[src/rtl/mer_pkg.sv]
// shared types and constants for the midpoint ellipse rasteriser
// microcode word layout, datapath status and point hand-off struct
// no dependencies
`default_nettype none

package mer_pkg;

    localparam int COORD_BITS = 12;
    localparam int SEMI_BITS  = COORD_BITS - 1;
    localparam int COLOR_BITS = 24;
    localparam int SQ_BITS    = 2 * SEMI_BITS;
    localparam int T_BITS     = 2 * (COORD_BITS + 1);
    localparam int MUL_BITS   = T_BITS + 1;
    localparam int DEC_BITS   = 48;
    localparam int UADDR_BITS = 5;

    localparam logic CMD_START = 1'b0;

    typedef logic [UADDR_BITS-1:0] t_uaddr;

    typedef enum logic [2:0] {
        MA_A, MA_B, MA_A2, MA_B2, MA_X2P1, MA_YM1
    } t_msel_a;

    typedef enum logic [3:0] {
        MB_A, MB_B, MB_ONE, MB_X, MB_Y, MB_T, MB_B2, MB_X2P3, MB_X2P2, MB_X2P1,
        MB_YM1, MB_TWO_M2Y, MB_THREE_M2Y
    } t_msel_b;

    typedef enum logic [2:0] {
        ACC_HOLD, ACC_ZERO_ADD, ACC_ZERO_SUB, ACC_ADD, ACC_SUB, ACC_DEC_ADD
    } t_acc_op;

    typedef enum logic [1:0] {
        J_NEXT, J_ALWAYS, J_ACC_NEG, J_D_NEG
    } t_jcond;

    typedef struct packed {
        t_msel_a msel_a;
        t_msel_b msel_b;
        t_acc_op acc_op;
        logic    acc_sh4;
        logic    ld_a2;
        logic    ld_b2;
        logic    ld_t;
        logic    ld_d;
        logic    set_r2;
        logic    mv_x;
        logic    mv_y;
        logic    commit;
        t_jcond  jcond;
        t_uaddr  jtarget;
    } t_uword;

    typedef struct packed {
        logic acc_neg;
        logic d_neg;
        logic in_r2;
        logic active;
    } t_dp_status;

    typedef struct packed {
        logic [COORD_BITS-1:0] cx;
        logic [COORD_BITS-1:0] cy;
        logic [COORD_BITS-1:0] x;
        logic [SEMI_BITS-1:0]  y;
        logic [COLOR_BITS-1:0] color;
        logic                  done;
    } t_point;

endpackage

`default_nettype wire

[src/rtl/mer_if.sv]
// valid/ready channel interfaces for the ellipse rasteriser
// command items in, pixel items out; depends on mer_pkg
`default_nettype none

interface mer_in_if;
    import mer_pkg::*;
    logic                  valid;
    logic                  ready;
    logic                  cmd;
    logic [COORD_BITS-1:0] corner_ax;
    logic [COORD_BITS-1:0] corner_ay;
    logic [COORD_BITS-1:0] corner_bx;
    logic [COORD_BITS-1:0] corner_by;
    logic [COLOR_BITS-1:0] fill_color;

    modport source (
        output valid, cmd, corner_ax, corner_ay, corner_bx, corner_by, fill_color,
        input  ready
    );
    modport sink (
        input  valid, cmd, corner_ax, corner_ay, corner_bx, corner_by, fill_color,
        output ready
    );
endinterface

interface mer_out_if;
    import mer_pkg::*;
    logic                  valid;
    logic                  ready;
    logic [COORD_BITS-1:0] pixel_x;
    logic [COORD_BITS-1:0] pixel_y;
    logic [COLOR_BITS-1:0] pixel_color;
    logic                  last_of_four;
    logic                  figure_done;

    modport source (
        output valid, pixel_x, pixel_y, pixel_color, last_of_four, figure_done,
        input  ready
    );
    modport sink (
        input  valid, pixel_x, pixel_y, pixel_color, last_of_four, figure_done,
        output ready
    );
endinterface

`default_nettype wire

[src/rtl/midpoint_ellipse_rasterizer_top.sv]
// midpoint ellipse rasteriser, one curve point per start item or active-figure step item
// start item sets up squares and first decision; region-one steps test the region first,
// the step into region two rebuilds the decision (one shared 27x27 multiplier, one
// microcode step per cycle, held on commit while the pixel stage is busy); each point
// sends 4 pixel items, one per cycle while ready, as the next command is worked on
// synchronous active-low reset: idle, no figure active, output empty
`default_nettype none

module midpoint_ellipse_rasterizer_top (
    input  logic      i_clk,
    input  logic      i_rst_n,
    mer_in_if.sink    i_in,
    mer_out_if.source o_out
);
    import mer_pkg::*;

    t_uword     ctl;
    t_dp_status status;
    t_point     point;
    logic       start_load;
    logic       out_free;

    mer_seq u_seq (
        .i_clk        (i_clk),
        .i_rst_n      (i_rst_n),
        .i_in_valid   (i_in.valid),
        .i_in_cmd     (i_in.cmd),
        .o_in_ready   (i_in.ready),
        .o_start_load (start_load),
        .i_status     (status),
        .i_out_free   (out_free),
        .o_ctl        (ctl)
    );

    mer_dpath u_dpath (
        .i_clk        (i_clk),
        .i_rst_n      (i_rst_n),
        .i_start_load (start_load),
        .i_ax         (i_in.corner_ax),
        .i_ay         (i_in.corner_ay),
        .i_bx         (i_in.corner_bx),
        .i_by         (i_in.corner_by),
        .i_color      (i_in.fill_color),
        .i_ctl        (ctl),
        .o_status     (status),
        .o_point      (point)
    );

    mer_pix_out u_pix_out (
        .i_clk   (i_clk),
        .i_rst_n (i_rst_n),
        .i_load  (ctl.commit),
        .i_point (point),
        .o_free  (out_free),
        .o_out   (o_out)
    );

endmodule

`default_nettype wire

[src/rtl/mer_seq.sv]
// microcode sequencer: step counter, control store and branch logic
// depends on mer_pkg
`default_nettype none

module mer_seq (
    input  logic                i_clk,
    input  logic                i_rst_n,
    input  logic                i_in_valid,
    input  logic                i_in_cmd,
    output logic                o_in_ready,
    output logic                o_start_load,
    input  mer_pkg::t_dp_status i_status,
    input  logic                i_out_free,
    output mer_pkg::t_uword     o_ctl
);
    import mer_pkg::*;

    // control store layout
    localparam t_uaddr UA_ST0    = t_uaddr'(0);
    localparam t_uaddr UA_ST1    = t_uaddr'(1);
    localparam t_uaddr UA_ST2    = t_uaddr'(2);
    localparam t_uaddr UA_ST3    = t_uaddr'(3);
    localparam t_uaddr UA_ST4    = t_uaddr'(4);
    localparam t_uaddr UA_ST5    = t_uaddr'(5);
    localparam t_uaddr UA_CHK0   = t_uaddr'(6);
    localparam t_uaddr UA_CHK1   = t_uaddr'(7);
    localparam t_uaddr UA_CHK2   = t_uaddr'(8);
    localparam t_uaddr UA_CHK3   = t_uaddr'(9);
    localparam t_uaddr UA_EN0    = t_uaddr'(10);
    localparam t_uaddr UA_EN1    = t_uaddr'(11);
    localparam t_uaddr UA_EN2    = t_uaddr'(12);
    localparam t_uaddr UA_EN3    = t_uaddr'(13);
    localparam t_uaddr UA_EN4    = t_uaddr'(14);
    localparam t_uaddr UA_EN5    = t_uaddr'(15);
    localparam t_uaddr UA_R2     = t_uaddr'(16);
    localparam t_uaddr UA_R2P0   = t_uaddr'(17);
    localparam t_uaddr UA_R2P1   = t_uaddr'(18);
    localparam t_uaddr UA_R2N0   = t_uaddr'(19);
    localparam t_uaddr UA_R2N1   = t_uaddr'(20);
    localparam t_uaddr UA_R2N2   = t_uaddr'(21);
    localparam t_uaddr UA_R1     = t_uaddr'(22);
    localparam t_uaddr UA_R1P0   = t_uaddr'(23);
    localparam t_uaddr UA_R1P1   = t_uaddr'(24);
    localparam t_uaddr UA_R1P2   = t_uaddr'(25);
    localparam t_uaddr UA_R1N0   = t_uaddr'(26);
    localparam t_uaddr UA_R1N1   = t_uaddr'(27);
    localparam t_uaddr UA_COMMIT = t_uaddr'(28);

    // multiplier issues every step, accumulator consumes last step's product
    function automatic t_uword urom(input t_uaddr addr);
        t_uword w;
        w = '0;
        case (addr)
            UA_ST0: begin
                w.msel_a = MA_A;   w.msel_b = MB_A;
            end
            UA_ST1: begin
                w.ld_a2 = 1'b1;
                w.msel_a = MA_B;   w.msel_b = MB_B;
            end
            UA_ST2: begin
                w.ld_b2 = 1'b1;
                w.msel_a = MA_A2;  w.msel_b = MB_B;
            end
            UA_ST3: begin
                w.acc_op = ACC_ZERO_SUB; w.acc_sh4 = 1'b1;
                w.msel_a = MA_B2;  w.msel_b = MB_ONE;
            end
            UA_ST4: begin
                w.acc_op = ACC_ADD; w.acc_sh4 = 1'b1;
                w.msel_a = MA_A2;  w.msel_b = MB_ONE;
            end
            UA_ST5: begin
                w.acc_op = ACC_ADD; w.ld_d = 1'b1;
                w.jcond = J_ALWAYS; w.jtarget = UA_COMMIT;
            end
            // region test: b2*x - a2*y
            UA_CHK0: begin
                w.msel_a = MA_B2;  w.msel_b = MB_X;
            end
            UA_CHK1: begin
                w.acc_op = ACC_ZERO_ADD;
                w.msel_a = MA_A2;  w.msel_b = MB_Y;
            end
            UA_CHK2: begin
                w.acc_op = ACC_SUB;
            end
            UA_CHK3: begin
                w.jcond = J_ACC_NEG; w.jtarget = UA_R1;
            end
            // entry to region two, decision rebuilt from scratch
            UA_EN0: begin
                w.set_r2 = 1'b1;
                w.msel_a = MA_X2P1; w.msel_b = MB_X2P1;
            end
            UA_EN1: begin
                w.ld_t = 1'b1;
                w.msel_a = MA_YM1;  w.msel_b = MB_YM1;
            end
            UA_EN2: begin
                w.ld_t = 1'b1;
                w.msel_a = MA_B2;   w.msel_b = MB_T;
            end
            UA_EN3: begin
                w.acc_op = ACC_ZERO_ADD;
                w.msel_a = MA_A2;   w.msel_b = MB_T;
            end
            UA_EN4: begin
                w.acc_op = ACC_ADD; w.acc_sh4 = 1'b1;
                w.msel_a = MA_A2;   w.msel_b = MB_B2;
            end
            UA_EN5: begin
                w.acc_op = ACC_SUB; w.acc_sh4 = 1'b1; w.ld_d = 1'b1;
            end
            UA_R2: begin
                w.jcond = J_D_NEG; w.jtarget = UA_R2N0;
            end
            UA_R2P0: begin
                w.msel_a = MA_A2;   w.msel_b = MB_THREE_M2Y;
            end
            UA_R2P1: begin
                w.acc_op = ACC_DEC_ADD; w.acc_sh4 = 1'b1; w.ld_d = 1'b1;
                w.mv_y = 1'b1;
                w.jcond = J_ALWAYS; w.jtarget = UA_COMMIT;
            end
            UA_R2N0: begin
                w.msel_a = MA_B2;   w.msel_b = MB_X2P2;
            end
            UA_R2N1: begin
                w.acc_op = ACC_DEC_ADD; w.acc_sh4 = 1'b1;
                w.msel_a = MA_A2;   w.msel_b = MB_THREE_M2Y;
            end
            UA_R2N2: begin
                w.acc_op = ACC_ADD; w.acc_sh4 = 1'b1; w.ld_d = 1'b1;
                w.mv_x = 1'b1; w.mv_y = 1'b1;
                w.jcond = J_ALWAYS; w.jtarget = UA_COMMIT;
            end
            UA_R1: begin
                w.jcond = J_D_NEG; w.jtarget = UA_R1N0;
            end
            UA_R1P0: begin
                w.msel_a = MA_B2;   w.msel_b = MB_X2P3;
            end
            UA_R1P1: begin
                w.acc_op = ACC_DEC_ADD; w.acc_sh4 = 1'b1;
                w.msel_a = MA_A2;   w.msel_b = MB_TWO_M2Y;
            end
            UA_R1P2: begin
                w.acc_op = ACC_ADD; w.acc_sh4 = 1'b1; w.ld_d = 1'b1;
                w.mv_x = 1'b1; w.mv_y = 1'b1;
                w.jcond = J_ALWAYS; w.jtarget = UA_COMMIT;
            end
            UA_R1N0: begin
                w.msel_a = MA_B2;   w.msel_b = MB_X2P3;
            end
            UA_R1N1: begin
                w.acc_op = ACC_DEC_ADD; w.acc_sh4 = 1'b1; w.ld_d = 1'b1;
                w.mv_x = 1'b1;
                w.jcond = J_ALWAYS; w.jtarget = UA_COMMIT;
            end
            UA_COMMIT: begin
                w.commit = 1'b1;
            end
            default: begin
                w = '0;
            end
        endcase
        return w;
    endfunction

    logic   r_busy, n_busy;
    t_uaddr r_upc, n_upc;
    t_uword word;
    logic   accept;

    assign word         = urom(r_upc);
    assign o_in_ready   = !r_busy;
    assign accept       = i_in_valid && !r_busy;
    assign o_start_load = accept && (i_in_cmd == CMD_START);

    always_comb begin
        n_busy = r_busy;
        n_upc  = r_upc;
        o_ctl  = '0;
        if (r_busy) begin
            o_ctl = word;
            if (word.commit) begin
                // hold on the commit step until the pixel stage is empty
                if (i_out_free) begin
                    n_busy = 1'b0;
                end else begin
                    o_ctl.commit = 1'b0;
                end
            end else begin
                case (word.jcond)
                    J_NEXT:    n_upc = r_upc + 1'b1;
                    J_ALWAYS:  n_upc = word.jtarget;
                    J_ACC_NEG: n_upc = i_status.acc_neg ? word.jtarget : r_upc + 1'b1;
                    J_D_NEG:   n_upc = i_status.d_neg ? word.jtarget : r_upc + 1'b1;
                    default:   n_upc = r_upc + 1'b1;
                endcase
            end
        end else if (accept) begin
            if (i_in_cmd == CMD_START) begin
                n_busy = 1'b1;
                n_upc  = UA_ST0;
            end else if (i_status.active) begin
                n_busy = 1'b1;
                n_upc  = i_status.in_r2 ? UA_R2 : UA_CHK0;
            end
        end
    end

    always_ff @(posedge i_clk) begin
        if (!i_rst_n) begin
            r_busy <= 1'b0;
            r_upc  <= UA_ST0;
        end else begin
            r_busy <= n_busy;
            r_upc  <= n_upc;
        end
    end

endmodule

`default_nettype wire

[src/rtl/mer_dpath.sv]
// datapath: shared multiplier, decision accumulator and ellipse state
// driven one control word per cycle by mer_seq; depends on mer_pkg
`default_nettype none

module mer_dpath (
    input  logic                           i_clk,
    input  logic                           i_rst_n,
    input  logic                           i_start_load,
    input  logic [mer_pkg::COORD_BITS-1:0] i_ax,
    input  logic [mer_pkg::COORD_BITS-1:0] i_ay,
    input  logic [mer_pkg::COORD_BITS-1:0] i_bx,
    input  logic [mer_pkg::COORD_BITS-1:0] i_by,
    input  logic [mer_pkg::COLOR_BITS-1:0] i_color,
    input  mer_pkg::t_uword                i_ctl,
    output mer_pkg::t_dp_status            o_status,
    output mer_pkg::t_point                o_point
);
    import mer_pkg::*;

    logic [COORD_BITS-1:0] dx, dy;
    logic [COORD_BITS:0]   sx, sy;
    logic [COORD_BITS-1:0] r_cx, r_cy, r_x;
    logic [SEMI_BITS-1:0]  r_a, r_b, r_y;
    logic [SQ_BITS-1:0]    r_a2, r_b2;
    logic [T_BITS-1:0]     r_t;
    logic [DEC_BITS-1:0]   r_p, r_acc, r_d, acc_term, n_acc;
    logic [MUL_BITS-1:0]   op_a, op_b, x_ext, y_ext;
    logic signed [2*MUL_BITS-1:0] mul_full;
    logic                  r_r2, r_active;
    logic [COLOR_BITS-1:0] r_color;

    assign dx = (i_ax >= i_bx) ? i_ax - i_bx : i_bx - i_ax;
    assign dy = (i_ay >= i_by) ? i_ay - i_by : i_by - i_ay;
    assign sx = {1'b0, i_ax} + {1'b0, i_bx};
    assign sy = {1'b0, i_ay} + {1'b0, i_by};

    assign x_ext = MUL_BITS'(r_x);
    assign y_ext = MUL_BITS'(r_y);

    always_comb begin
        case (i_ctl.msel_a)
            MA_A:    op_a = MUL_BITS'(r_a);
            MA_B:    op_a = MUL_BITS'(r_b);
            MA_A2:   op_a = MUL_BITS'(r_a2);
            MA_B2:   op_a = MUL_BITS'(r_b2);
            MA_X2P1: op_a = {x_ext[MUL_BITS-2:0], 1'b0} + MUL_BITS'(1);
            MA_YM1:  op_a = y_ext - MUL_BITS'(1);
            default: op_a = '0;
        endcase
    end

    // small signed factors wrap in MUL_BITS and are read as two's complement
    always_comb begin
        case (i_ctl.msel_b)
            MB_A:         op_b = MUL_BITS'(r_a);
            MB_B:         op_b = MUL_BITS'(r_b);
            MB_ONE:       op_b = MUL_BITS'(1);
            MB_X:         op_b = x_ext;
            MB_Y:         op_b = y_ext;
            MB_T:         op_b = MUL_BITS'(r_t);
            MB_B2:        op_b = MUL_BITS'(r_b2);
            MB_X2P3:      op_b = {x_ext[MUL_BITS-2:0], 1'b0} + MUL_BITS'(3);
            MB_X2P2:      op_b = {x_ext[MUL_BITS-2:0], 1'b0} + MUL_BITS'(2);
            MB_X2P1:      op_b = {x_ext[MUL_BITS-2:0], 1'b0} + MUL_BITS'(1);
            MB_YM1:       op_b = y_ext - MUL_BITS'(1);
            MB_TWO_M2Y:   op_b = MUL_BITS'(2) - {y_ext[MUL_BITS-2:0], 1'b0};
            MB_THREE_M2Y: op_b = MUL_BITS'(3) - {y_ext[MUL_BITS-2:0], 1'b0};
            default:      op_b = '0;
        endcase
    end

    assign mul_full = $signed(op_a) * $signed(op_b);

    assign acc_term = i_ctl.acc_sh4 ? {r_p[DEC_BITS-3:0], 2'b00} : r_p;

    always_comb begin
        case (i_ctl.acc_op)
            ACC_HOLD:     n_acc = r_acc;
            ACC_ZERO_ADD: n_acc = acc_term;
            ACC_ZERO_SUB: n_acc = '0 - acc_term;
            ACC_ADD:      n_acc = r_acc + acc_term;
            ACC_SUB:      n_acc = r_acc - acc_term;
            ACC_DEC_ADD:  n_acc = r_d + acc_term;
            default:      n_acc = r_acc;
        endcase
    end

    always_ff @(posedge i_clk) begin
        r_p   <= mul_full[DEC_BITS-1:0];
        r_acc <= n_acc;
        if (i_ctl.ld_d) begin
            r_d <= n_acc;
        end
        if (i_ctl.ld_a2) begin
            r_a2 <= r_p[SQ_BITS-1:0];
        end
        if (i_ctl.ld_b2) begin
            r_b2 <= r_p[SQ_BITS-1:0];
        end
        if (i_ctl.ld_t) begin
            r_t <= r_p[T_BITS-1:0];
        end
        if (i_start_load) begin
            r_a     <= dx[COORD_BITS-1:1];
            r_b     <= dy[COORD_BITS-1:1];
            r_cx    <= sx[COORD_BITS:1];
            r_cy    <= sy[COORD_BITS:1];
            r_color <= i_color;
            r_x     <= '0;
            r_y     <= dy[COORD_BITS-1:1];
        end else begin
            if (i_ctl.mv_x) begin
                r_x <= r_x + 1'b1;
            end
            if (i_ctl.mv_y) begin
                r_y <= r_y - 1'b1;
            end
        end
    end

    always_ff @(posedge i_clk) begin
        if (!i_rst_n) begin
            r_r2     <= 1'b0;
            r_active <= 1'b0;
        end else begin
            if (i_start_load) begin
                r_r2 <= 1'b0;
            end else if (i_ctl.set_r2) begin
                r_r2 <= 1'b1;
            end
            if (i_ctl.commit) begin
                r_active <= (r_y != '0);
            end
        end
    end

    assign o_status.acc_neg = r_acc[DEC_BITS-1];
    assign o_status.d_neg   = r_d[DEC_BITS-1];
    assign o_status.in_r2   = r_r2;
    assign o_status.active  = r_active;

    assign o_point.cx    = r_cx;
    assign o_point.cy    = r_cy;
    assign o_point.x     = r_x;
    assign o_point.y     = r_y;
    assign o_point.color = r_color;
    assign o_point.done  = (r_y == '0);

endmodule

`default_nettype wire

[src/rtl/mer_pix_out.sv]
// pixel stage: takes one point and sends its four mirrored pixels
// order (+x,+y) (-x,+y) (+x,-y) (-x,-y); depends on mer_pkg, mer_out_if
`default_nettype none

module mer_pix_out (
    input  logic            i_clk,
    input  logic            i_rst_n,
    input  logic            i_load,
    input  mer_pkg::t_point i_point,
    output logic            o_free,
    mer_out_if.source       o_out
);
    import mer_pkg::*;

    localparam logic [1:0] IDX_PP   = 2'd0;
    localparam logic [1:0] IDX_MP   = 2'd1;
    localparam logic [1:0] IDX_PM   = 2'd2;
    localparam logic [1:0] IDX_LAST = 2'd3;

    logic                  r_valid;
    logic [1:0]            r_idx;
    logic [COORD_BITS-1:0] r_px_p, r_px_m, r_py_p, r_py_m;
    logic [COLOR_BITS-1:0] r_color;
    logic                  r_done;

    always_ff @(posedge i_clk) begin
        if (!i_rst_n) begin
            r_valid <= 1'b0;
            r_idx   <= IDX_PP;
        end else if (i_load) begin
            r_valid <= 1'b1;
            r_idx   <= IDX_PP;
        end else if (r_valid && o_out.ready) begin
            if (r_idx == IDX_LAST) begin
                r_valid <= 1'b0;
            end
            r_idx <= r_idx + 1'b1;
        end
    end

    // mirror sums formed once per point, coordinates wrap
    always_ff @(posedge i_clk) begin
        if (i_load) begin
            r_px_p  <= i_point.cx + i_point.x;
            r_px_m  <= i_point.cx - i_point.x;
            r_py_p  <= i_point.cy + COORD_BITS'(i_point.y);
            r_py_m  <= i_point.cy - COORD_BITS'(i_point.y);
            r_color <= i_point.color;
            r_done  <= i_point.done;
        end
    end

    assign o_free = !r_valid;

    always_comb begin
        o_out.valid        = r_valid;
        o_out.pixel_color  = r_color;
        o_out.figure_done  = r_done;
        o_out.last_of_four = (r_idx == IDX_LAST);
        case (r_idx)
            IDX_PP: begin
                o_out.pixel_x = r_px_p;
                o_out.pixel_y = r_py_p;
            end
            IDX_MP: begin
                o_out.pixel_x = r_px_m;
                o_out.pixel_y = r_py_p;
            end
            IDX_PM: begin
                o_out.pixel_x = r_px_p;
                o_out.pixel_y = r_py_m;
            end
            default: begin
                o_out.pixel_x = r_px_m;
                o_out.pixel_y = r_py_m;
            end
        endcase
    end

endmodule

`default_nettype wire

[src/flat_wrapper.sv]
// flat-port wrapper written by rule: the top's interface ports become plain ports
module midpoint_ellipse_rasterizer_top_flat import mer_pkg::*;
  (i_clk, i_rst_n, i_in_valid, i_in_cmd, i_in_corner_ax, i_in_corner_ay, i_in_corner_bx, i_in_corner_by, i_in_fill_color, i_in_ready, o_out_valid, o_out_pixel_x, o_out_pixel_y, o_out_pixel_color, o_out_last_of_four, o_out_figure_done, o_out_ready);
  mer_in_if i_in_i ();
  mer_out_if o_out_i ();
  input  logic i_clk;
  input  logic i_rst_n;
  input wire logic [$bits(i_in_i.valid)-1:0] i_in_valid;
  input wire logic [$bits(i_in_i.cmd)-1:0] i_in_cmd;
  input wire logic [$bits(i_in_i.corner_ax)-1:0] i_in_corner_ax;
  input wire logic [$bits(i_in_i.corner_ay)-1:0] i_in_corner_ay;
  input wire logic [$bits(i_in_i.corner_bx)-1:0] i_in_corner_bx;
  input wire logic [$bits(i_in_i.corner_by)-1:0] i_in_corner_by;
  input wire logic [$bits(i_in_i.fill_color)-1:0] i_in_fill_color;
  output wire logic [$bits(i_in_i.ready)-1:0] i_in_ready;
  output wire logic [$bits(o_out_i.valid)-1:0] o_out_valid;
  output wire logic [$bits(o_out_i.pixel_x)-1:0] o_out_pixel_x;
  output wire logic [$bits(o_out_i.pixel_y)-1:0] o_out_pixel_y;
  output wire logic [$bits(o_out_i.pixel_color)-1:0] o_out_pixel_color;
  output wire logic [$bits(o_out_i.last_of_four)-1:0] o_out_last_of_four;
  output wire logic [$bits(o_out_i.figure_done)-1:0] o_out_figure_done;
  input wire logic [$bits(o_out_i.ready)-1:0] o_out_ready;
  assign i_in_i.valid = i_in_valid;
  assign i_in_i.cmd = i_in_cmd;
  assign i_in_i.corner_ax = i_in_corner_ax;
  assign i_in_i.corner_ay = i_in_corner_ay;
  assign i_in_i.corner_bx = i_in_corner_bx;
  assign i_in_i.corner_by = i_in_corner_by;
  assign i_in_i.fill_color = i_in_fill_color;
  assign i_in_ready = i_in_i.ready;
  assign o_out_valid = o_out_i.valid;
  assign o_out_pixel_x = o_out_i.pixel_x;
  assign o_out_pixel_y = o_out_i.pixel_y;
  assign o_out_pixel_color = o_out_i.pixel_color;
  assign o_out_last_of_four = o_out_i.last_of_four;
  assign o_out_figure_done = o_out_i.figure_done;
  assign o_out_i.ready = o_out_ready;
  midpoint_ellipse_rasterizer_top u_core (.i_clk(i_clk), .i_rst_n(i_rst_n), .i_in(i_in_i), .o_out(o_out_i));
endmodule
[config.mk]
export PLATFORM = sky130hd
export DESIGN_NAME = midpoint_ellipse_rasterizer_top_flat
export DESIGN_NICKNAME = d
export VERILOG_FILES = /design/src/rtl/mer_pkg.sv /design/src/rtl/mer_if.sv /design/src/rtl/midpoint_ellipse_rasterizer_top.sv /design/src/rtl/mer_seq.sv /design/src/rtl/mer_dpath.sv /design/src/rtl/mer_pix_out.sv /design/src/flat_wrapper.sv
export SDC_FILE = /design/constraint.sdc
export NUM_CORES = 2
export LEC_CHECK = 0
export BUFFER_PORTS_ARGS = -buffer_cell sky130_fd_sc_hd__buf_4
export CAP_MARGIN = 20
export CORE_ASPECT_RATIO = 1.75
export CORE_MARGIN = 5
export CORE_UTILIZATION = 64
export CTS_BUF_LIST = sky130_fd_sc_hd__clkbuf_8 sky130_fd_sc_hd__clkbuf_16
export DETAILED_ROUTE_END_ITERATION = 6
export PLACE_DENSITY = 0.87
export SETUP_SLACK_MARGIN = 0.4
export SYNTH_ARGS = -nofsm -noshare
export SYNTH_HDL_FRONTEND = slang
export SYNTH_SLANG_ARGS = --single-unit
[constraint.sdc]
create_clock -name i_clk -period 16.9 [get_ports i_clk]
set_input_delay 0 -clock i_clk [delete_from_list [all_inputs] [get_ports i_clk]]
set_output_delay 0 -clock i_clk [all_outputs]
set_load 0.02 [all_outputs]
==> run_results.csv <==
group,metric,value,unit
outcome,run_status,"finished with violations",
outcome,failed_checks,"design-rule violations",
power_and_ir_drop,worst_ir_drop_vdd,198,uV
route,firstDrtPassIters,7,
placed_design,placedCellCount,6298,
synthesis,synth_area_leader_cell,"sky130_fd_sc_hd__fa_1",
power_and_ir_drop,fin_total_pwr,5.12,mW
synthesis,postSynth.topFlopCell,"sky130_fd_sc_hd__edfxtp_1",
global_routing,globalRouteOverflowTotal,0,
synthesis,synth_common_cells,"sky130_fd_sc_hd__inv_1, sky130_fd_sc_hd__fa_1, sky130_fd_sc_hd__nor2_1",
synthesis,synth.lib_cells_used.distinct,98,
critical_path,type_of_origin_of_the_critical_path,"flip-flop",
synthesis,synth-warning-count,0,
placed_design,buffer_ports.inserted,128,
timing,slew_at_the_pin_closest_to_its_max_slew_limit,1.22,ns
critical_path,crit_buf_inv,9,
synthesis,mappedNetlistArea,49100,um2
critical_path,timing.critical_path.fanout_max,26,
critical_path,cpMostUsedCell,"sky130_fd_sc_hd__fa_1",
route,vias_per_instance,6.21,
clock_tree,cts-root-to-sink-buffers,3,
floorplan,fp.dieArea,82500,um2
placed_design,gp_routability_congestion,0.993,
timing,slew_headroom,18.5,%
critical_path,timing.critical_path.to_type,"flip-flop",
critical_path,cpMaxStageDelayCell,"sky130_fd_sc_hd__dfxtp_1",
global_routing,grt_first_pass_wirelength,231,mm
route,starting_drt_drc_count,3568,
run,max-cap-violations,0,
clock_tree,numCtsBuffers,40,
timing,fmax,84.4,MHz
global_routing,track_usage,35.9,%
power_and_ir_drop,p_leak,25.5,nW
timing,fin_tns_setup,0,ns
clock_tree,numClockSinks,389,
floorplan,start_util,64.5,%
timing,hold_viol_final,0,
global_routing,antenna_found_initial,4,
worst_hold_path,hold_path_class,"primary input to flip-flop",
critical_path,critPathRequiredTime,17.37,ns
clock_tree,htreeDepth,2,
floorplan,core,76100,um2
clock_tree,post_cts_gate_resize_count,0,
timing,finalSetupViolations,0,
floorplan,die_h,376,um
cells_and_area,instances_no_fill,6446,
timing,maxSlewViolCount,0,
global_routing,first_global_vias,43400,
synthesis,sequential_element_share_of_the_synthesized_area,21.4,%
synthesis,dominant_cells_by_area_after_synthesis,"sky130_fd_sc_hd__fa_1, sky130_fd_sc_hd__edfxtp_1, sky130_fd_sc_hd__ha_1",
synthesis,synth_top_area_share,26.7,%
synthesis,synth-edff-count,270,
route,route.detailed.wl_per_inst,22.9,um
critical_path,worst_path_dominant_cell_family,"adder cells",
power_and_ir_drop,power.density,96.4,nW/um2
route,drcViolationCount,6,
timing,fin_skew,0.0489,ns
critical_path,max_stage_delay,0.94,ns
route,route.final.wire_length,148,mm
synthesis,async_reset_ff_share,0,%
clock_tree,post_cts_buffers,0,
cells_and_area,n_fill_cell,5684,
critical_path,worstPathArrival,12.33,ns
timing,final_period_minus_worst_setup_slack,11.85,ns
critical_path,path_class,"flip-flop to flip-flop",
cells_and_area,drive_gt1_share,8.39,%
route,antenna_left,0,
clock_tree,cts.reportedPaths.clkPinSlew,0.07,ns
synthesis,synth_nets,6398,
clock_tree,ctsHoldBuffers,67,
clock_tree,clock_latency,0.62,ns
placed_design,hpwlAfterDp,112,mm
synthesis,synth.ff_latch_count,389,
cells_and_area,multiInputGateArea,34100,um2
cells_and_area,layout_net_count,6489,
timing,rsz0062_at_grt,"no",
floorplan,die_w,219,um
clock_tree,clock_tree_from_tritoncts,"built",
synthesis,synth.avg_cell_area,9.26,um2
cells_and_area,flow.area_growth_from_synthesis,8.20,%
clock_tree,cts.root.buffer_cell,"sky130_fd_sc_hd__clkbuf_16",
cells_and_area,ff_latch_area,10500,um2
timing,finalCritPeriodShare,70.1,%
floorplan,io_pins,129,
synthesis,syn-instance-count,5298,
global_routing,grt_max_degree,74,
synthesis,synth_most_common_cell,"sky130_fd_sc_hd__inv_1",
floorplan,rows,134,
route,route.vias.total,40000,
-- power by group --
part | leakage [nW] | switching [mW] | total (mW) | internal [mW]
clock | 0.687 | 0.453 | 0.995 | 0.542
combinational | 21.3 | 1.66 | 2.81 | 1.15
sequential | 3.45 | 0.130 | 1.32 | 1.19
total | 25.5 | 2.24 | 5.12 | 2.88
-- registers in the layout, indices dropped and copies added (netlist names), 11 cells and up --
signal / flops
u_core.u_pix_out.r_py_p: 12
u_core.u_dpath.r_a: 11
u_core.u_dpath.r_acc: 48
u_core.u_pix_out.r_px_p: 12
u_core.u_dpath.r_cx: 12
u_core.u_dpath.r_p: 48
u_core.u_dpath.r_y: 11
u_core.u_dpath.r_cy: 12
u_core.u_pix_out.r_px_m: 11
u_core.u_dpath.r_b2: 22
u_core.u_pix_out.o_out.pixel_color: 24
u_core.u_dpath.r_b: 11
u_core.u_dpath.r_d: 48
u_core.u_dpath.r_color: 24
u_core.u_dpath.r_t: 26
u_core.u_dpath.r_a2: 22
u_core.u_dpath.r_x: 12
u_core.u_pix_out.r_py_m: 11
-- routing by layer --
layer / up-vias / global-route usage (%) / wire length [um]
met2: 2219 / 63.5 / 74500
met1: 19500 / 37.6 / 47100
met3: 879 / 6.03 / 11500
met4: 2 / 27.7 / 14600
met5: - / 0 / 20
li1: 17400 / - / -
-- metrics by stage --
stage	hold slack (ns)	instance area (um2)	setup slack [ns]	util [%]
3_5_place_dp	0.179	51000	5.34	67.0
4_1_cts	0.00813	53100	5.24	69.7
6_report	0.0235	53100	5.05	69.8
3_3_place_gp	0.179	51000	5.45	67.0
2_1_floorplan	0.0989	49100	7.90	-
5_1_grt	0.0548	53100	4.58	69.7
-- cell usage in the layout, fill, tap and decap left out, types with 17 or more instances in the layout --
cell / synthesis / final
sky130_fd_sc_hd__xnor2_1: 179 / 179
sky130_fd_sc_hd__clkbuf_16: 0 / 40
sky130_fd_sc_hd__inv_1: 945 / 948
sky130_fd_sc_hd__nand4_1: 24 / 24
sky130_fd_sc_hd__dfxtp_1: 119 / 119
sky130_fd_sc_hd__edfxtp_1: 270 / 270
sky130_fd_sc_hd__xor2_1: 72 / 72
sky130_fd_sc_hd__a21oi_1: 270 / 270
sky130_fd_sc_hd__nand3_1: 54 / 54
sky130_fd_sc_hd__nor3_1: 37 / 33
sky130_fd_sc_hd__dlygate4sd3_1: 0 / 67
sky130_fd_sc_hd__a31oi_1: 21 / 21
sky130_fd_sc_hd__a222oi_1: 31 / 31
sky130_fd_sc_hd__fa_1: 655 / 655
sky130_fd_sc_hd__or3_1: 17 / 17
sky130_fd_sc_hd__and2_1: 66 / 65
sky130_fd_sc_hd__o21a_1: 24 / 24
sky130_fd_sc_hd__nor2b_1: 34 / 34
sky130_fd_sc_hd__o22ai_1: 19 / 19
sky130_fd_sc_hd__a21o_1: 99 / 99
sky130_fd_sc_hd__a22oi_1: 20 / 20
sky130_fd_sc_hd__ha_1: 368 / 368
sky130_fd_sc_hd__o21bai_1: 57 / 57
sky130_fd_sc_hd__mux2i_1: 89 / 89
sky130_fd_sc_hd__and3_1: 36 / 35
sky130_fd_sc_hd__mux2_2: 86 / 86
sky130_fd_sc_hd__o21ai_0: 179 / 177
sky130_fd_sc_hd__or2_2: 25 / 25
sky130_fd_sc_hd__nand2b_1: 71 / 71
sky130_fd_sc_hd__nor2_1: 609 / 604
sky130_fd_sc_hd__buf_4: 13 / 202
sky130_fd_sc_hd__nand2_1: 337 / 337
sky130_fd_sc_hd__a211oi_1: 31 / 30
-- path summary, 6_finish.rpt --
check / start / to / slack, ns / cells after the start
worst min-delay path: i_in_corner_by[1] / u_core.u_dpath.r_b[0] / 0.02 / 3
worst max register to register: u_core.u_seq.r_upc[4] / u_core.u_dpath.r_p[47] / 5.05 / 37
worst max-delay path: u_core.u_seq.r_upc[4] / u_core.u_dpath.r_p[47] / 5.05 / 37
worst min register to register: u_core.u_dpath.r_color[5] / u_core.u_pix_out.o_out.pixel_color[5] / 0.43 / 0
-- cell type report --
type | count | share of cell area, %
clock buffers | 41 | 1.91
repair buffers | 271 | 4.18
well taps | 1020 | 2.40
flip-flops and latches | 389 | 19.8
multi-input cells | 3733 | 64.2
inverters | 954 | 6.75
diodes | 5 | 0.0236
clock inverters | 33 | 0.749
-- worst reg2reg max path, delay by kind of cell (launching register included) --
| family | cells | cell delay [ns] |
|---|---|---|
| xor+xnor | 1 | 0.08 |
| simple gates | 6 | 2.06 |
| fa+ha+maj | 8 | 3.58 |
| compound gates | 13 | 3.57 |
| flops | 1 | 0.94 |
| buf+inv | 9 | 1.49 |
-- logic make-up after synthesis --
logic type	after synthesis	share of synthesized area [%]
AND/OR/NAND/NOR	1371	12.6
AO/OA/AOI/OAI	912	12.3
multiplexers	176	3.83
XOR/XNOR	251	4.48
adder cells (fa/ha/maj)	1023	36.1
buffers and inverters	1176	9.36
flip-flops	389	21.4
No activity file was read; power rests on OpenSTA's default activity.
